## config.mk

```make
export PLATFORM = sky130hd
export DESIGN_NAME = simple9_stream_packer
export DESIGN_NICKNAME = d
export VERILOG_FILES = /design/src/design/s9sp_pkg.sv /design/src/design/s9sp_buffer.sv /design/src/design/s9sp_packer.sv /design/src/design/simple9_stream_packer.sv
export SDC_FILE = /design/constraint.sdc
export NUM_CORES = 1
export LEC_CHECK = 0
export BUFFER_PORTS_ARGS = -buffer_cell sky130_fd_sc_hd__buf_4
export CAP_MARGIN = 20
export CORE_ASPECT_RATIO = 0.75
export CORE_UTILIZATION = 30
export CTS_CLUSTER_SIZE = 20
export DETAILED_ROUTE_END_ITERATION = 6
export PLACE_DENSITY = 0.53
export REMOVE_ABC_BUFFERS = 1
export SETUP_SLACK_MARGIN = 0.05
export SLEW_MARGIN = 30
export SYNTH_ARGS = -nofsm -noshare
export SYNTH_HDL_FRONTEND = slang
export SYNTH_SLANG_ARGS = --single-unit
```

## constraint.sdc

```tcl
create_clock -name aclk -period 5.4 [get_ports aclk]
set_input_delay 1.35 -clock aclk [delete_from_list [all_inputs] [get_ports aclk]]
set_output_delay 1.35 -clock aclk [all_outputs]
set_load 0.02 [all_outputs]
```

## src/design/s9sp_pkg.sv

```systemverilog
// ----------------------------------------------------------------------------
// s9sp_pkg
// Constants, selector table and shared types of the Simple-9 stream packer.
// ----------------------------------------------------------------------------
package s9sp_pkg;

    localparam int MAX_PER_WORD  = 28;
    localparam int SELECTOR_BITS = 4;
    localparam int NUM_ROWS      = 9;
    localparam int VALUE_BITS    = 28;
    localparam int WORD_BITS     = 32;
    localparam int ROW_W         = 4;
    localparam int CNT_W         = 5;
    localparam int POS_W         = 6;

    // Values per word for each selector row.
    function automatic logic [CNT_W-1:0] row_count(input logic [ROW_W-1:0] row);
        logic [CNT_W-1:0] c;
        case (row)
            4'd0:    c = 5'd28;
            4'd1:    c = 5'd14;
            4'd2:    c = 5'd9;
            4'd3:    c = 5'd7;
            4'd4:    c = 5'd5;
            4'd5:    c = 5'd4;
            4'd6:    c = 5'd3;
            4'd7:    c = 5'd2;
            default: c = 5'd1;
        endcase
        return c;
    endfunction

    // Bits per value for each selector row.
    function automatic logic [CNT_W-1:0] row_bits(input logic [ROW_W-1:0] row);
        logic [CNT_W-1:0] b;
        case (row)
            4'd0:    b = 5'd1;
            4'd1:    b = 5'd2;
            4'd2:    b = 5'd3;
            4'd3:    b = 5'd4;
            4'd4:    b = 5'd5;
            4'd5:    b = 5'd7;
            4'd6:    b = 5'd9;
            4'd7:    b = 5'd14;
            default: b = 5'd28;
        endcase
        return b;
    endfunction

    // First row whose slot width holds this value on its own.
    function automatic logic [ROW_W-1:0] row_class(input logic [VALUE_BITS-1:0] v);
        logic [ROW_W-1:0] cls;
        logic             found;
        cls   = ROW_W'(NUM_ROWS - 1);
        found = 1'b0;
        for (int r = 0; r < NUM_ROWS; r++) begin
            if (!found && ((v >> row_bits(ROW_W'(r))) == '0)) begin
                cls   = ROW_W'(r);
                found = 1'b1;
            end
        end
        return cls;
    endfunction

    typedef struct packed {
        logic                  append;
        logic                  shift;
        logic [VALUE_BITS-1:0] value;
        logic [ROW_W-1:0]      row;
    } buf_ctrl_t;

    typedef struct packed {
        logic [CNT_W-1:0]      count;
        logic [CNT_W-1:0]      take;
        logic                  fits;
        logic [VALUE_BITS-1:0] head;
    } buf_stat_t;

    typedef struct packed {
        logic [WORD_BITS-1:0] word;
        logic [CNT_W-1:0]     n;
        logic                 err;
        logic                 last;
    } result_t;

endpackage

```

## src/design/s9sp_buffer.sv

```systemverilog
// ----------------------------------------------------------------------------
// s9sp_buffer
// Pending value line with per-entry row class and the shared fit compare.
// ----------------------------------------------------------------------------
module s9sp_buffer (
    input  logic                aclk,
    input  logic                aresetn,
    input  s9sp_pkg::buf_ctrl_t ctrl,
    output s9sp_pkg::buf_stat_t stat
);

    logic [s9sp_pkg::VALUE_BITS-1:0] vals_reg [s9sp_pkg::MAX_PER_WORD];
    logic [s9sp_pkg::ROW_W-1:0]      cls_reg  [s9sp_pkg::MAX_PER_WORD];
    logic [s9sp_pkg::CNT_W-1:0]      count_reg, count_next;
    logic [s9sp_pkg::CNT_W-1:0]      cap, take;
    logic                            fits;

    always_comb begin
        count_next = count_reg;
        if (ctrl.append) begin
            count_next = count_reg + 1'b1;
        end else if (ctrl.shift) begin
            count_next = count_reg - 1'b1;
        end
    end

    always_ff @(posedge aclk) begin
        if (!aresetn) begin
            count_reg <= '0;
        end else begin
            count_reg <= count_next;
        end
    end

    always_ff @(posedge aclk) begin
        if (ctrl.append) begin
            vals_reg[count_reg] <= ctrl.value;
            cls_reg[count_reg]  <= s9sp_pkg::row_class(ctrl.value);
        end else if (ctrl.shift) begin
            // advance the line by one entry toward the head
            for (int i = 0; i < s9sp_pkg::MAX_PER_WORD - 1; i++) begin
                vals_reg[i] <= vals_reg[i+1];
                cls_reg[i]  <= cls_reg[i+1];
            end
        end
    end

    // Row fits when every entry it would take has a class at or below it.
    always_comb begin
        cap  = s9sp_pkg::row_count(ctrl.row);
        take = (count_reg < cap) ? count_reg : cap;
        fits = 1'b1;
        for (int i = 0; i < s9sp_pkg::MAX_PER_WORD; i++) begin
            if ((s9sp_pkg::CNT_W'(i) < take) && (cls_reg[i] > ctrl.row)) begin
                fits = 1'b0;
            end
        end
    end

    assign stat.count = count_reg;
    assign stat.take  = take;
    assign stat.fits  = fits;
    assign stat.head  = vals_reg[0];

endmodule

```

## src/design/s9sp_packer.sv

```systemverilog
// ----------------------------------------------------------------------------
// s9sp_packer
// Sequencer: selector search one row a cycle, then shift-or one value a cycle.
// ----------------------------------------------------------------------------
module s9sp_packer (
    input  logic                              aclk,
    input  logic                              aresetn,
    input  logic                              s_valid,
    output logic                              s_ready,
    input  logic [s9sp_pkg::WORD_BITS-1:0]    s_value,
    input  logic                              s_end_of_stream,
    input  s9sp_pkg::buf_stat_t               stat,
    output s9sp_pkg::buf_ctrl_t               ctrl,
    output logic                              res_valid,
    input  logic                              res_free,
    output s9sp_pkg::result_t                 res
);

    localparam logic [2:0] ST_IDLE   = 3'd0;
    localparam logic [2:0] ST_ERR    = 3'd1;
    localparam logic [2:0] ST_SEARCH = 3'd2;
    localparam logic [2:0] ST_PACK   = 3'd3;
    localparam logic [2:0] ST_EMIT   = 3'd4;

    logic [2:0]                       state_reg, state_next;
    logic                             flush_reg, flush_next;
    logic                             eos_reg, eos_next;
    logic [s9sp_pkg::ROW_W-1:0]       row_reg, row_next;
    logic [s9sp_pkg::CNT_W-1:0]       left_reg, left_next;
    logic [s9sp_pkg::CNT_W-1:0]       n_reg, n_next;
    logic [s9sp_pkg::WORD_BITS-1:0]   word_reg, word_next;
    logic [s9sp_pkg::POS_W-1:0]       pos_reg, pos_next;
    logic                             accept, oversize;

    assign s_ready  = (state_reg == ST_IDLE);
    assign accept   = s_valid && s_ready;
    assign oversize = |s_value[s9sp_pkg::WORD_BITS-1:s9sp_pkg::VALUE_BITS];

    always_comb begin
        state_next  = state_reg;
        flush_next  = flush_reg;
        eos_next    = eos_reg;
        row_next    = row_reg;
        left_next   = left_reg;
        n_next      = n_reg;
        word_next   = word_reg;
        pos_next    = pos_reg;
        ctrl.append = 1'b0;
        ctrl.shift  = 1'b0;
        ctrl.value  = s_value[s9sp_pkg::VALUE_BITS-1:0];
        ctrl.row    = row_reg;
        res_valid   = 1'b0;
        res.word    = word_reg;
        res.n       = n_reg;
        res.err     = 1'b0;
        res.last    = !flush_reg || (stat.count == '0);

        case (state_reg)
            ST_IDLE: begin
                if (accept) begin
                    row_next = '0;
                    if (oversize) begin
                        eos_next   = s_end_of_stream;
                        state_next = ST_ERR;
                    end else begin
                        ctrl.append = 1'b1;
                        flush_next  = s_end_of_stream;
                        if (s_end_of_stream ||
                            (stat.count == s9sp_pkg::CNT_W'(s9sp_pkg::MAX_PER_WORD - 1))) begin
                            state_next = ST_SEARCH;
                        end
                    end
                end
            end
            ST_ERR: begin
                res_valid = 1'b1;
                res.word  = '0;
                res.n     = '0;
                res.err   = 1'b1;
                res.last  = !eos_reg || (stat.count == '0);
                if (res_free) begin
                    flush_next = eos_reg;
                    if (eos_reg && (stat.count != '0)) begin
                        state_next = ST_SEARCH;
                    end else begin
                        state_next = ST_IDLE;
                    end
                end
            end
            ST_SEARCH: begin
                if (stat.fits || (row_reg == s9sp_pkg::ROW_W'(s9sp_pkg::NUM_ROWS - 1))) begin
                    left_next  = stat.take;
                    n_next     = stat.take;
                    word_next  = s9sp_pkg::WORD_BITS'(row_reg);
                    pos_next   = s9sp_pkg::POS_W'(s9sp_pkg::SELECTOR_BITS);
                    state_next = ST_PACK;
                end else begin
                    row_next = row_reg + 1'b1;
                end
            end
            ST_PACK: begin
                // drop the head value into its slot and advance the line
                ctrl.shift = 1'b1;
                word_next  = word_reg |
                             ({{(s9sp_pkg::WORD_BITS - s9sp_pkg::VALUE_BITS){1'b0}},
                               stat.head} << pos_reg);
                pos_next   = pos_reg + s9sp_pkg::POS_W'(s9sp_pkg::row_bits(row_reg));
                left_next  = left_reg - 1'b1;
                if (left_reg == s9sp_pkg::CNT_W'(1)) begin
                    state_next = ST_EMIT;
                end
            end
            ST_EMIT: begin
                res_valid = 1'b1;
                if (res_free) begin
                    row_next = '0;
                    if (flush_reg && (stat.count != '0)) begin
                        state_next = ST_SEARCH;
                    end else begin
                        state_next = ST_IDLE;
                    end
                end
            end
            default: begin
                state_next = ST_IDLE;
            end
        endcase
    end

    always_ff @(posedge aclk) begin
        if (!aresetn) begin
            state_reg <= ST_IDLE;
            flush_reg <= 1'b0;
            eos_reg   <= 1'b0;
        end else begin
            state_reg <= state_next;
            flush_reg <= flush_next;
            eos_reg   <= eos_next;
        end
    end

    always_ff @(posedge aclk) begin
        row_reg  <= row_next;
        left_reg <= left_next;
        n_reg    <= n_next;
        word_reg <= word_next;
        pos_reg  <= pos_next;
    end

endmodule

```

## src/design/simple9_stream_packer.sv

```systemverilog
// A value that fills no word keeps the packer idle; one value per cycle follows while idle.
// A packed word goes through selector search, one row per cycle in the
// shared fit compare, then the shift-or unit, one packed value at a time, then the
// output register once it is free; a flush repeats this for every word it needs.
// An oversize value passes through the error state to the output register as its error word.
// Reset (aresetn low, synchronous) empties the buffer and drops any pending output word.
// ----------------------------------------------------------------------------
// simple9_stream_packer
// Buffers unsigned values and packs them into 32-bit Simple-9 words.
// ----------------------------------------------------------------------------
module simple9_stream_packer (
    input  logic        aclk,
    input  logic        aresetn,
    input  logic        s_valid,
    output logic        s_ready,
    input  logic [31:0] s_value,
    input  logic        s_end_of_stream,
    output logic        m_valid,
    input  logic        m_ready,
    output logic [31:0] m_packed_word,
    output logic [4:0]  m_values_packed,
    output logic        m_oversize_error,
    output logic        m_last_of_run
);

    s9sp_pkg::buf_ctrl_t ctrl;
    s9sp_pkg::buf_stat_t stat;
    s9sp_pkg::result_t   res;
    s9sp_pkg::result_t   out_reg;
    logic                res_valid;
    logic                res_free;
    logic                m_valid_reg, m_valid_next;

    s9sp_buffer u_buffer (
        .aclk    (aclk),
        .aresetn (aresetn),
        .ctrl    (ctrl),
        .stat    (stat)
    );

    s9sp_packer u_packer (
        .aclk            (aclk),
        .aresetn         (aresetn),
        .s_valid         (s_valid),
        .s_ready         (s_ready),
        .s_value         (s_value),
        .s_end_of_stream (s_end_of_stream),
        .stat            (stat),
        .ctrl            (ctrl),
        .res_valid       (res_valid),
        .res_free        (res_free),
        .res             (res)
    );

    // Output word register: free when empty or being taken this cycle.
    assign res_free = !m_valid_reg || m_ready;

    always_comb begin
        m_valid_next = m_valid_reg;
        if (res_free) begin
            m_valid_next = res_valid;
        end
    end

    always_ff @(posedge aclk) begin
        if (!aresetn) begin
            m_valid_reg <= 1'b0;
        end else begin
            m_valid_reg <= m_valid_next;
        end
    end

    always_ff @(posedge aclk) begin
        if (res_free && res_valid) begin
            out_reg <= res;
        end
    end

    assign m_valid          = m_valid_reg;
    assign m_packed_word    = out_reg.word;
    assign m_values_packed  = out_reg.n;
    assign m_oversize_error = out_reg.err;
    assign m_last_of_run    = out_reg.last;

endmodule

```

* Word level (Yosys, flattened, before mapping)
Memory sizes are Yosys's and may differ from the RTL's. A register that Yosys moved wholly into a read port is not among the register bits.
Cells that the tools add are included.
** Storage, ports and cells
- Input port bits :: 37
- Memories :: 4
- RAM bits :: 896
- Logic and storage cells :: 300
- Flip-flop bits (word level) :: 102
- Memory bits (read-only) :: 72
** Memory list
- u_buffer.vals_reg :: words 28, bits a word 28, read ports 28, clocked after Yosys merged registers in 0, write ports 27, RTL line s9sp_buffer.sv:12 : logic [s9sp_pkg::VALUE_BITS-1:0] vals_reg [s9sp_pkg::MAX_PER_WORD];
- u_buffer.cls_reg :: words 28, bits a word 4, read ports 28, clocked after Yosys merged registers in 0, write ports 27, RTL line s9sp_buffer.sv:13 : logic [s9sp_pkg::ROW_W-1:0] cls_reg [s9sp_pkg::MAX_PER_WORD];
- (name not given) :: words 8, bits a word 5, read ports 1, clocked after Yosys merged registers in 1, write ports 0, RTL line s9sp_pkg.sv:19 : case (row)
- (name not given) :: words 8, bits a word 4, read ports 1, clocked after Yosys merged registers in 1, write ports 0, RTL line s9sp_pkg.sv:36 : case (row)
** Operators by class
- Reductions and logical operators :: 82
- $lt $le $gt $ge :: 57
- Equality and inequality tests :: 15
- Bitwise operators :: 1
- Muxes and demuxes :: 112
- Add/subtract/negate cells :: 5
- Shifts and indexed selects :: 10
** Operators by type and width (count)
- 28-bit zero test :: 9
- 28-bit by 5-bit right shift with 28-bit output :: 9
- 4-bit greater-than comparator :: 28
- 5-bit 2-to-1 mux :: 18
- 32-bit one-hot mux with 2 select lines :: 1
- 5-bit < comparator, first input constant :: 12
- 1-bit 2-to-1 mux :: 59
- 4-bit 2-to-1 mux :: 14
- 1-bit logical AND :: 40
- 4-bit by 5-bit < comparator with 1-bit output, first input constant :: 8
- 32-bit 2-to-1 mux :: 1
- 32-bit OR :: 1
- 28-bit by 6-bit << shifter with 32-bit output :: 1
- 28-bit 2-to-1 mux :: 1
- 28-bit OR reduction :: 1
- 3-bit 2-to-1 mux :: 9
- 3-bit by 5-bit < comparator with 1-bit output, first input constant :: 4
- 3-bit one-hot mux with 5 select lines :: 1
- 4-bit one-hot mux with 3 select lines :: 1
- 6-bit one-hot mux with 2 select lines :: 1
- 1-bit zero test :: 11
- 1-bit by 5-bit < comparator with 1-bit output, first input constant :: 2
- 2-bit by 5-bit < comparator with 1-bit output, first input constant :: 2
- 2-bit inequality test, second input constant :: 5
- 29 further kinds :: 43

* Depth between registers and ports, before layout
Gate-level depths: netlist of run 1.
- Word-level depth :: 42
- Mapped depth :: 21
- Depth with buffers taken out :: 18

* Cells and area by module
A second synthesis of run 1 with hierarchy kept.
** Second synthesis, totals
- Cell total of the unflattened synthesis :: 3112
- Area total of the unflattened synthesis :: 44911.8 µm²
** Modules (own cells, without submodules)
- s9sp_buffer :: cells an instance 2485, times used 1, seq. area each 27005.9 µm², area an instance 38195.4 µm²
- s9sp_packer :: cells an instance 583, times used 1, seq. area each 1741.7 µm², area an instance 5487.8 µm²
- simple9_stream_packer :: cells an instance 44, times used 1, seq. area each 1191.1 µm², area an instance 1228.7 µm²

* Least setup slack after synthesis of run 1
Ideal clock, no wire load.
- Path type :: in2reg
- Start point :: in s_value[29]
- End point :: mem u_buffer.cls_reg[22][0] (netlist name), enable pin
- Arrival :: 5.000 ns
- Data required time :: 4.934 ns
- Setup slack :: -0.066 ns
- Stages :: 7
- Cells stage by stage :: nor4_1 > nand2_1 > nor2_1 > inv_1 > nor2_1 > nand2_1 > o21ai_0
** RTL lines
- start, declared :: RTL line simple9_stream_packer.sv:16 : input logic [31:0] s_value,
- end, declared :: RTL line s9sp_buffer.sv:13

==> flow_metrics.env, run 1 <==
export IMPL_pre_cts_slack_ps=259
export IMPL_synth_avg_cell_area_um2=14.4
export IMPL_synth_area_leaders="edfxtp_1, a21o_1, ha_1, clkbuf_1, and2_1"
export IMPL_root_buffer="clkbuf_16"
export IMPL_fin_crit_sh=0.918
export IMPL_clockBufferDepth=3
export IMPL_crit_fanout=15
export IMPL_clock_latency_ps=680
export IMPL_synth_top_area_frac=0.671
export IMPL_clk_pin_slew_worst_paths_ps=70
export IMPL_ys_seq_elements=1007
export IMPL_p_seq_frac=0.522
export IMPL_slowest_stage="a2111oi_1"
export IMPL_path_class="reg2reg"
export IMPL_cts_tree="built"
export IMPL_synth_distinct_cells=80
export IMPL_layout_setup_ws_ps=441
export IMPL_yosysMostFrequentCell="edfxtp_1"
export IMPL_largest_reg_flops=784
export IMPL_yosys_area_top_type="edfxtp_1"
export IMPL_die_w_um=445
export IMPL_grt_ovfl_total=0
export IMPL_synth_flop_cell="edfxtp_1"
export IMPL_io_pins=78
export IMPL_clock_sinks=1007
export IMPL_dr_first_iter_drc_count=1874
export IMPL_r2r_start="u_packer.row_reg[3]$_SDFFCE_PN0N_"
export IMPL_synthToLayoutAreaGrowth_pct=14.2
export IMPL_grt_antenna_before_repair=2
export IMPL_routed_wl_met2_um=34400
export IMPL_critPathMaxStageDelay_ps=580
export IMPL_outcome="finished clean"
export IMPL_fin_nets=3273
export IMPL_tightest_slew_ps=950
export IMPL_wl_um=87900
export IMPL_hold_viol_final=0
export IMPL_grt_usage=0.118
export IMPL_final_max_slew_viol_count=0
export IMPL_finalSetupViolations=0
export IMPL_vias=24100
export IMPL_post_dp_hpwl_um=57400
export IMPL_p_int_mw=13.1
export IMPL_coreArea_um2=146000
export IMPL_synthArstFlopShare=0
export IMPL_crit_chain="nor2b_1, inv_1, ha_1, and2_1, a221oi_4, buf_4, mux2i_2, nand3_1, a2111oi_1, a211oi_1, o21ai_2, o21ai_4, a21oi_2, buf_4, nor2_1, a21o_1, ha_1, o31a_1, o32a_1"
export IMPL_met3_length_um=4340
export IMPL_postRouteAntennaNets=0
export IMPL_crit_required_ps=5970
export IMPL_switching_power_mw=3.79
export IMPL_yosysWarningCount=0
export IMPL_syn_area_um2=44200
export IMPL_wire_per_inst_um=17.1
export IMPL_num_rows=121
export IMPL_reg2reg_depth=19
export IMPL_n_fill_cell=14000
export IMPL_rrSetupSlack_ps=440
export IMPL_critPathLaunchType="flop"
export IMPL_port_buffers=77
export IMPL_static_leakage_power_nw=21.0
export IMPL_power_density_nw_per_um2=335
export IMPL_vias_per_cell=4.69
export IMPL_finalSetupTns_ps=0
export IMPL_grt_pass1_vias=23400
export IMPL_ys_top_cells_by_count="edfxtp_1, a21o_1, clkbuf_1"
export IMPL_start_util=0.303
export IMPL_place_congestion=0.848
export IMPL_hold_depth=1
export IMPL_min_from="u_buffer.vals_reg[16][6]$_DFFE_PP_"
export IMPL_max_cap_violations=0
export IMPL_yosysSeqAreaShare=0.680
export IMPL_period_minus_slack_ps=4960
export IMPL_critPathCaptureType="flop"
export IMPL_num_antenna_cells=0
export IMPL_rsz0062_at_grt="false"
export IMPL_hold_class="reg2reg"
export IMPL_p_comb_frac=0.081
export IMPL_layout_drive_gt1_share=0.129
export IMPL_ctsHtreeMaxLevel=3
export IMPL_power_total_mw=16.9
export IMPL_critPathArrivalTime_ps=5530
export IMPL_drc_errors=0
export IMPL_grt_max_degree=224
export IMPL_die_area_um2=149000
export IMPL_min_to="u_buffer.vals_reg[15][6]$_DFFE_PP_"
export IMPL_wl_met1_um=47600
export IMPL_synth_edf_count=987
export IMPL_ir_drop_mv=0.225
export IMPL_cts_buffers=98
export IMPL_maxUsedRoutingLayer="met4"
export IMPL_power_clock_fraction=0.397
export IMPL_swShare=0.225
export IMPL_maxSlewHeadroom=0.367
export IMPL_fmax_ghz=0.202
export IMPL_firstDrtPassIters=5
export IMPL_fin_skew_ps=18.6
export IMPL_syn_inst=3067
export IMPL_grt_pass1_wl_um=141000
export IMPL_post_route_util=0.346
export IMPL_die_y_um=334
cell families (layout without fill, tap and decap cells):
logic type	after synthesis	after routing	share of synthesized area
adder cells (fa/ha/maj)	132	132	0.0377
buffers and inverters	322	430	0.0278
flip-flops	1007	1007	0.680
AND/OR/NAND/NOR	392	392	0.0449
XOR/XNOR	13	13	0.00258
AO/OA/AOI/OAI	1142	1142	0.187
multiplexers	59	59	0.0196
power by group through the flow:
stage	Sequential [mW]	Combinational [mW]	Clock, mW
final	8.82	1.36	6.70
after global routing	8.82	1.53	7.22
after global placement	8.98	1.33	0
after CTS	8.82	1.37	6.92
after detailed placement	8.98	1.36	0
after floorplan	9.03	0.864	0
area by class of cell:
type	count	area (um2)	share of cell area
well taps	1968	2460	0.0488
multi-input cells	1738	13200	0.261
inverters	78	293	0.00580
clock buffers	116	2560	0.0508
flip-flops and latches	1007	30000	0.595
clock inverters	55	509	0.0101
repair buffers	181	1430	0.0283
worst max-delay path by stage:
stage                                            start                                end  slack, ps  cells after the start
CTS                  u_packer.row_reg[3]$_SDFFCE_PN0N_                               flop        210                     18
floorplan           u_packer.state_reg[0]$_SDFFE_PN0P_  u_buffer.vals_reg[0][2]$_DFFE_PP_     -15070                      4
global placement     u_packer.row_reg[3]$_SDFFCE_PN0N_                               flop        310                     18
detailed placement   u_packer.row_reg[3]$_SDFFCE_PN0N_                               flop        260                     18
global route         u_packer.row_reg[3]$_SDFFCE_PN0N_                               flop        140                     19
finish               u_packer.row_reg[3]$_SDFFCE_PN0N_                               flop        440                     19
metal layers:
layer	vias up	global-route usage
met5	-	0
met4	0	0.0282
met3	107	0.0253
met2	471	0.157
met1	11800	0.190
li1	11700	-
what timing repair did:
| action | CTS | global route |
|---|---|---|
| hold buffers | 0 | 0 |
| gates resized for setup | 0 | 2 |
| buffers inserted | 0 | 3 |
| endpoints found under the setup margin | 0 | 1 |
cell usage in the layout, fill, tap and decap left out, types with 6 or more instances in the layout:
master / n
nand2b_1: 11
nand2_1: 80
nand4_1: 24
nor2_1: 100
mux4_2: 20
and2_2: 6
clkbuf_16: 100
nor2b_1: 24
clkbuf_1: 16
ha_1: 130
a211oi_1: 23
nand3_1: 16
o21ai_2: 13
nor4_1: 7
a21o_1: 845
and2_1: 71
inv_1: 73
xor2_1: 7
clkinv_2: 15
or2_2: 7
mux2i_1: 28
bufinv_16: 8
dfxtp_1: 20
buf_4: 176
a21oi_1: 94
o21ai_4: 16
nor3_1: 15
o21a_1: 44
edfxtp_1: 987
mux2_2: 6
clkinv_1: 25
xnor2_1: 6
o21ai_0: 47
through the flow:
| stage | cells | area, um2 | hold slack (ps) |
|---|---|---|---|
| 5_1_grt | 5143 | 50400 | 516 |
| 3_3_place_gp | 4968 | 47300 | 496 |
| 6_report | 5143 | 50400 | 511 |
| 4_1_cts | 5140 | 50400 | 515 |
| 2_1_floorplan | 2823 | 43200 | 473 |
| 3_5_place_dp | 4969 | 47300 | 501 |
worst max-delay path, delay by kind of cell (launching register included):
| family | cells | cell delay, ps |
|---|---|---|
| muxes | 1 | 440 |
| AOI/OAI and AO/OA | 9 | 2090 |
| buffers and inverters | 3 | 490 |
| adders and majority gates | 2 | 600 |
| DFF | 1 | 500 |
| and+or+nand+nor | 4 | 720 |
(Power assumes the default switching activity.)
==> inputs of run 2 (changes only) <==
- PLACE_DENSITY: 0.53 -> not set
- PLACE_DENSITY_LB_ADDON: not set -> 0.05
==> run 2 against run 1 <==
  * Worst setup slack gained 62 ps
  * Clock skew grew 13 ps
  * Register-to-register slack gained 60 ps
  * Utilization grew 0.24 points
  * Sequential power is essentially flat
  * Non-clock buffer count grew 2
  * Wire length grew 14%
  * Sequential share of layout area shrank 0.41 points
  * Maximum frequency grew 1.3%
  * Die area is the same
  * First-iteration DRC count shrank 4.1%
  * Largest power group unchanged
  * Highest routed layer unchanged
==> flow_metrics.env, run 2 (synthesis results as in run 1) <==
export IMPL_outcome="finished clean"
export IMPL_max_cap_violations=0
export IMPL_cts_buffers=108
export IMPL_reg2reg_depth=18
export IMPL_vias_per_cell=4.77
export IMPL_grt_ovfl_total=0
export IMPL_worstSetupStartpoint="u_packer.row_reg[3]$_SDFFCE_PN0N_"
export IMPL_root_buffer="clkbuf_16"
export IMPL_clock_latency_ps=720
export IMPL_ir_drop_mv=0.251
export IMPL_dr_first_iter_drc_count=1797
export IMPL_critPathCaptureType="flop"
export IMPL_vias=24700
export IMPL_period_minus_slack_ps=4900
export IMPL_clockBufferDepth=3
export IMPL_die_y_um=334
export IMPL_rsz0062_at_grt="false"
export IMPL_critPathLaunchType="flop"
export IMPL_critPathArrivalTime_ps=5480
export IMPL_dpl_cell_count=4972
export IMPL_drc_errors=0
export IMPL_static_leakage_power_nw=21.2
export IMPL_p_seq_frac=0.514
export IMPL_place_congestion=0.821
export IMPL_power_clock_fraction=0.404
export IMPL_port_buffers=77
export IMPL_rrSetupSlack_ps=500
export IMPL_fin_nets=3285
export IMPL_fmax_ghz=0.204
export IMPL_layout_drive_gt1_share=0.132
export IMPL_hold_ws_ps=499
export IMPL_num_rows=121
export IMPL_hold_class="reg2reg"
export IMPL_grt_max_degree=179
export IMPL_die_area_um2=149000
export IMPL_final_max_slew_viol_count=0
export IMPL_clk_pin_slew_worst_paths_ps=60
export IMPL_power_density_nw_per_um2=338
export IMPL_fin_crit_sh=0.907
export IMPL_switching_power_mw=4.04
export IMPL_postRouteAntennaNets=0
export IMPL_finalSetupViolations=0
export IMPL_tightest_slew_ps=879
export IMPL_synthToLayoutAreaGrowth_pct=15.0
export IMPL_power_total_mw=17.2
export IMPL_grt_antenna_before_repair=5
export IMPL_start_util=0.303
export IMPL_wire_per_inst_um=19.4
export IMPL_cts_tree="built"
export IMPL_fin_skew_ps=31.9
export IMPL_grt_pass1_vias=25200
export IMPL_swShare=0.235
export IMPL_fin_area_um2=50800
export IMPL_coreArea_um2=146000
export IMPL_grt_pass1_wl_um=157000
export IMPL_wl_um=100000
export IMPL_post_dp_hpwl_um=65500
export IMPL_ctsHtreeMaxLevel=3
export IMPL_largest_reg_flops=784
export IMPL_clock_sinks=1007
export IMPL_path_class="reg2reg"
export IMPL_crit_required_ps=5980
export IMPL_firstDrtPassIters=5
export IMPL_r2r_start="u_packer.row_reg[3]$_SDFFCE_PN0N_"
export IMPL_grt_usage=0.135
export IMPL_die_w_um=445
export IMPL_io_pins=78
export IMPL_layout_common_cells="edfxtp_1, a21o_1, buf_4, ha_1, clkbuf_16"
export IMPL_fin_cells=5175
export IMPL_crit_fanout=11
export IMPL_p_comb_frac=0.082
export IMPL_place_area_um2=47500
export IMPL_hold_viol_final=0
export IMPL_post_route_util=0.349
export IMPL_p_int_mw=13.1
export IMPL_final_common_cell="edfxtp_1"
export IMPL_maxSlewHeadroom=0.413
==> run 2: how the worst min path moves through the flow <==
stage / from / end / slack, ps / cells past startpoint
global route: u_buffer.vals_reg[17][12]$_DFFE_PP_ / u_buffer.vals_reg[16][12]$_DFFE_PP_ / 510 / 1
detailed placement: u_buffer.vals_reg[25][5]$_DFFE_PP_ / u_buffer.vals_reg[24][5]$_DFFE_PP_ / 500 / 1
finish: u_buffer.vals_reg[17][2]$_DFFE_PP_ / u_buffer.vals_reg[16][2]$_DFFE_PP_ / 500 / 1
CTS: u_buffer.vals_reg[6][22]$_DFFE_PP_ / u_buffer.vals_reg[5][22]$_DFFE_PP_ / 490 / 1
global placement: u_buffer.vals_reg[21][13]$_DFFE_PP_ / u_buffer.vals_reg[20][13]$_DFFE_PP_ / 500 / 1
floorplan: u_packer.flush_reg$_SDFFE_PN0P_ / u_packer.flush_reg$_SDFFE_PN0P_ / 470 / 2
==> run 2: final cells by class <==
class	count	area, um2
Fill cell	14100	94800
Clock inverter	61	438
Antenna cell	2	5.00
Timing Repair Buffer	183	1520
Clock buffer	138	2820
Multi-Input combinational cell	1738	13200
Sequential cell	1007	30000
Inverter	78	293
Tap cell	1968	2460
==> run 2: critical path: stages (launching register included) <==
cell and delay (ps):
edfxtp_1 490, nor2b_1 270, inv_1 80, ha_1 300, and2_1 220, a221oi_4 330
buf_4 280, mux2i_2 300, inv_1 140, nand3_1 110, a21oi_1 50, nor4_1 450
nand4_2 310, o21ai_4 310, a21oi_4 120, mux2_4 330, ha_1 270, o31a_1 100
o32a_1 290
==> run 2: metal layers <==
metal  track usage  up-vias  part of all wire
met1         0.214    12400              0.54
li1              -    11700                 -
met5             0        -                 0
met3        0.0251      135             0.039
met4        0.0338        0             0.022
met2         0.184      425              0.40
==> run 2: stage by stage <==
| stage | setup WS [ps] | TNS [ps] |
|---|---|---|
| 2_1_floorplan | -15070 | -9263290 |
| 3_3_place_gp | 211 | 0 |
| 3_5_place_dp | 64.1 | 0 |
| 4_1_cts | 223 | 0 |
| 5_1_grt | 222 | 0 |
| 6_report | 503 | 0 |
==> run 2: power by group through the flow <==
stage	clock (mW)	sequential [mW]	combinational [mW]
3_3_place_gp	0	8.99	1.37
5_1_grt	7.52	8.83	1.56
6_report	6.93	8.82	1.40
4_1_cts	7.23	8.82	1.41
2_1_floorplan	0	9.03	0.864
3_5_place_dp	0	8.99	1.40
==> run 2: timing repair <==
item | CTS | global route
setup endpoints to repair | 1 | 3
gates resized for setup | 1 | 2
hold buffers | 0 | 0
pin swaps | 0 | 1
setup buffers | 0 | 2
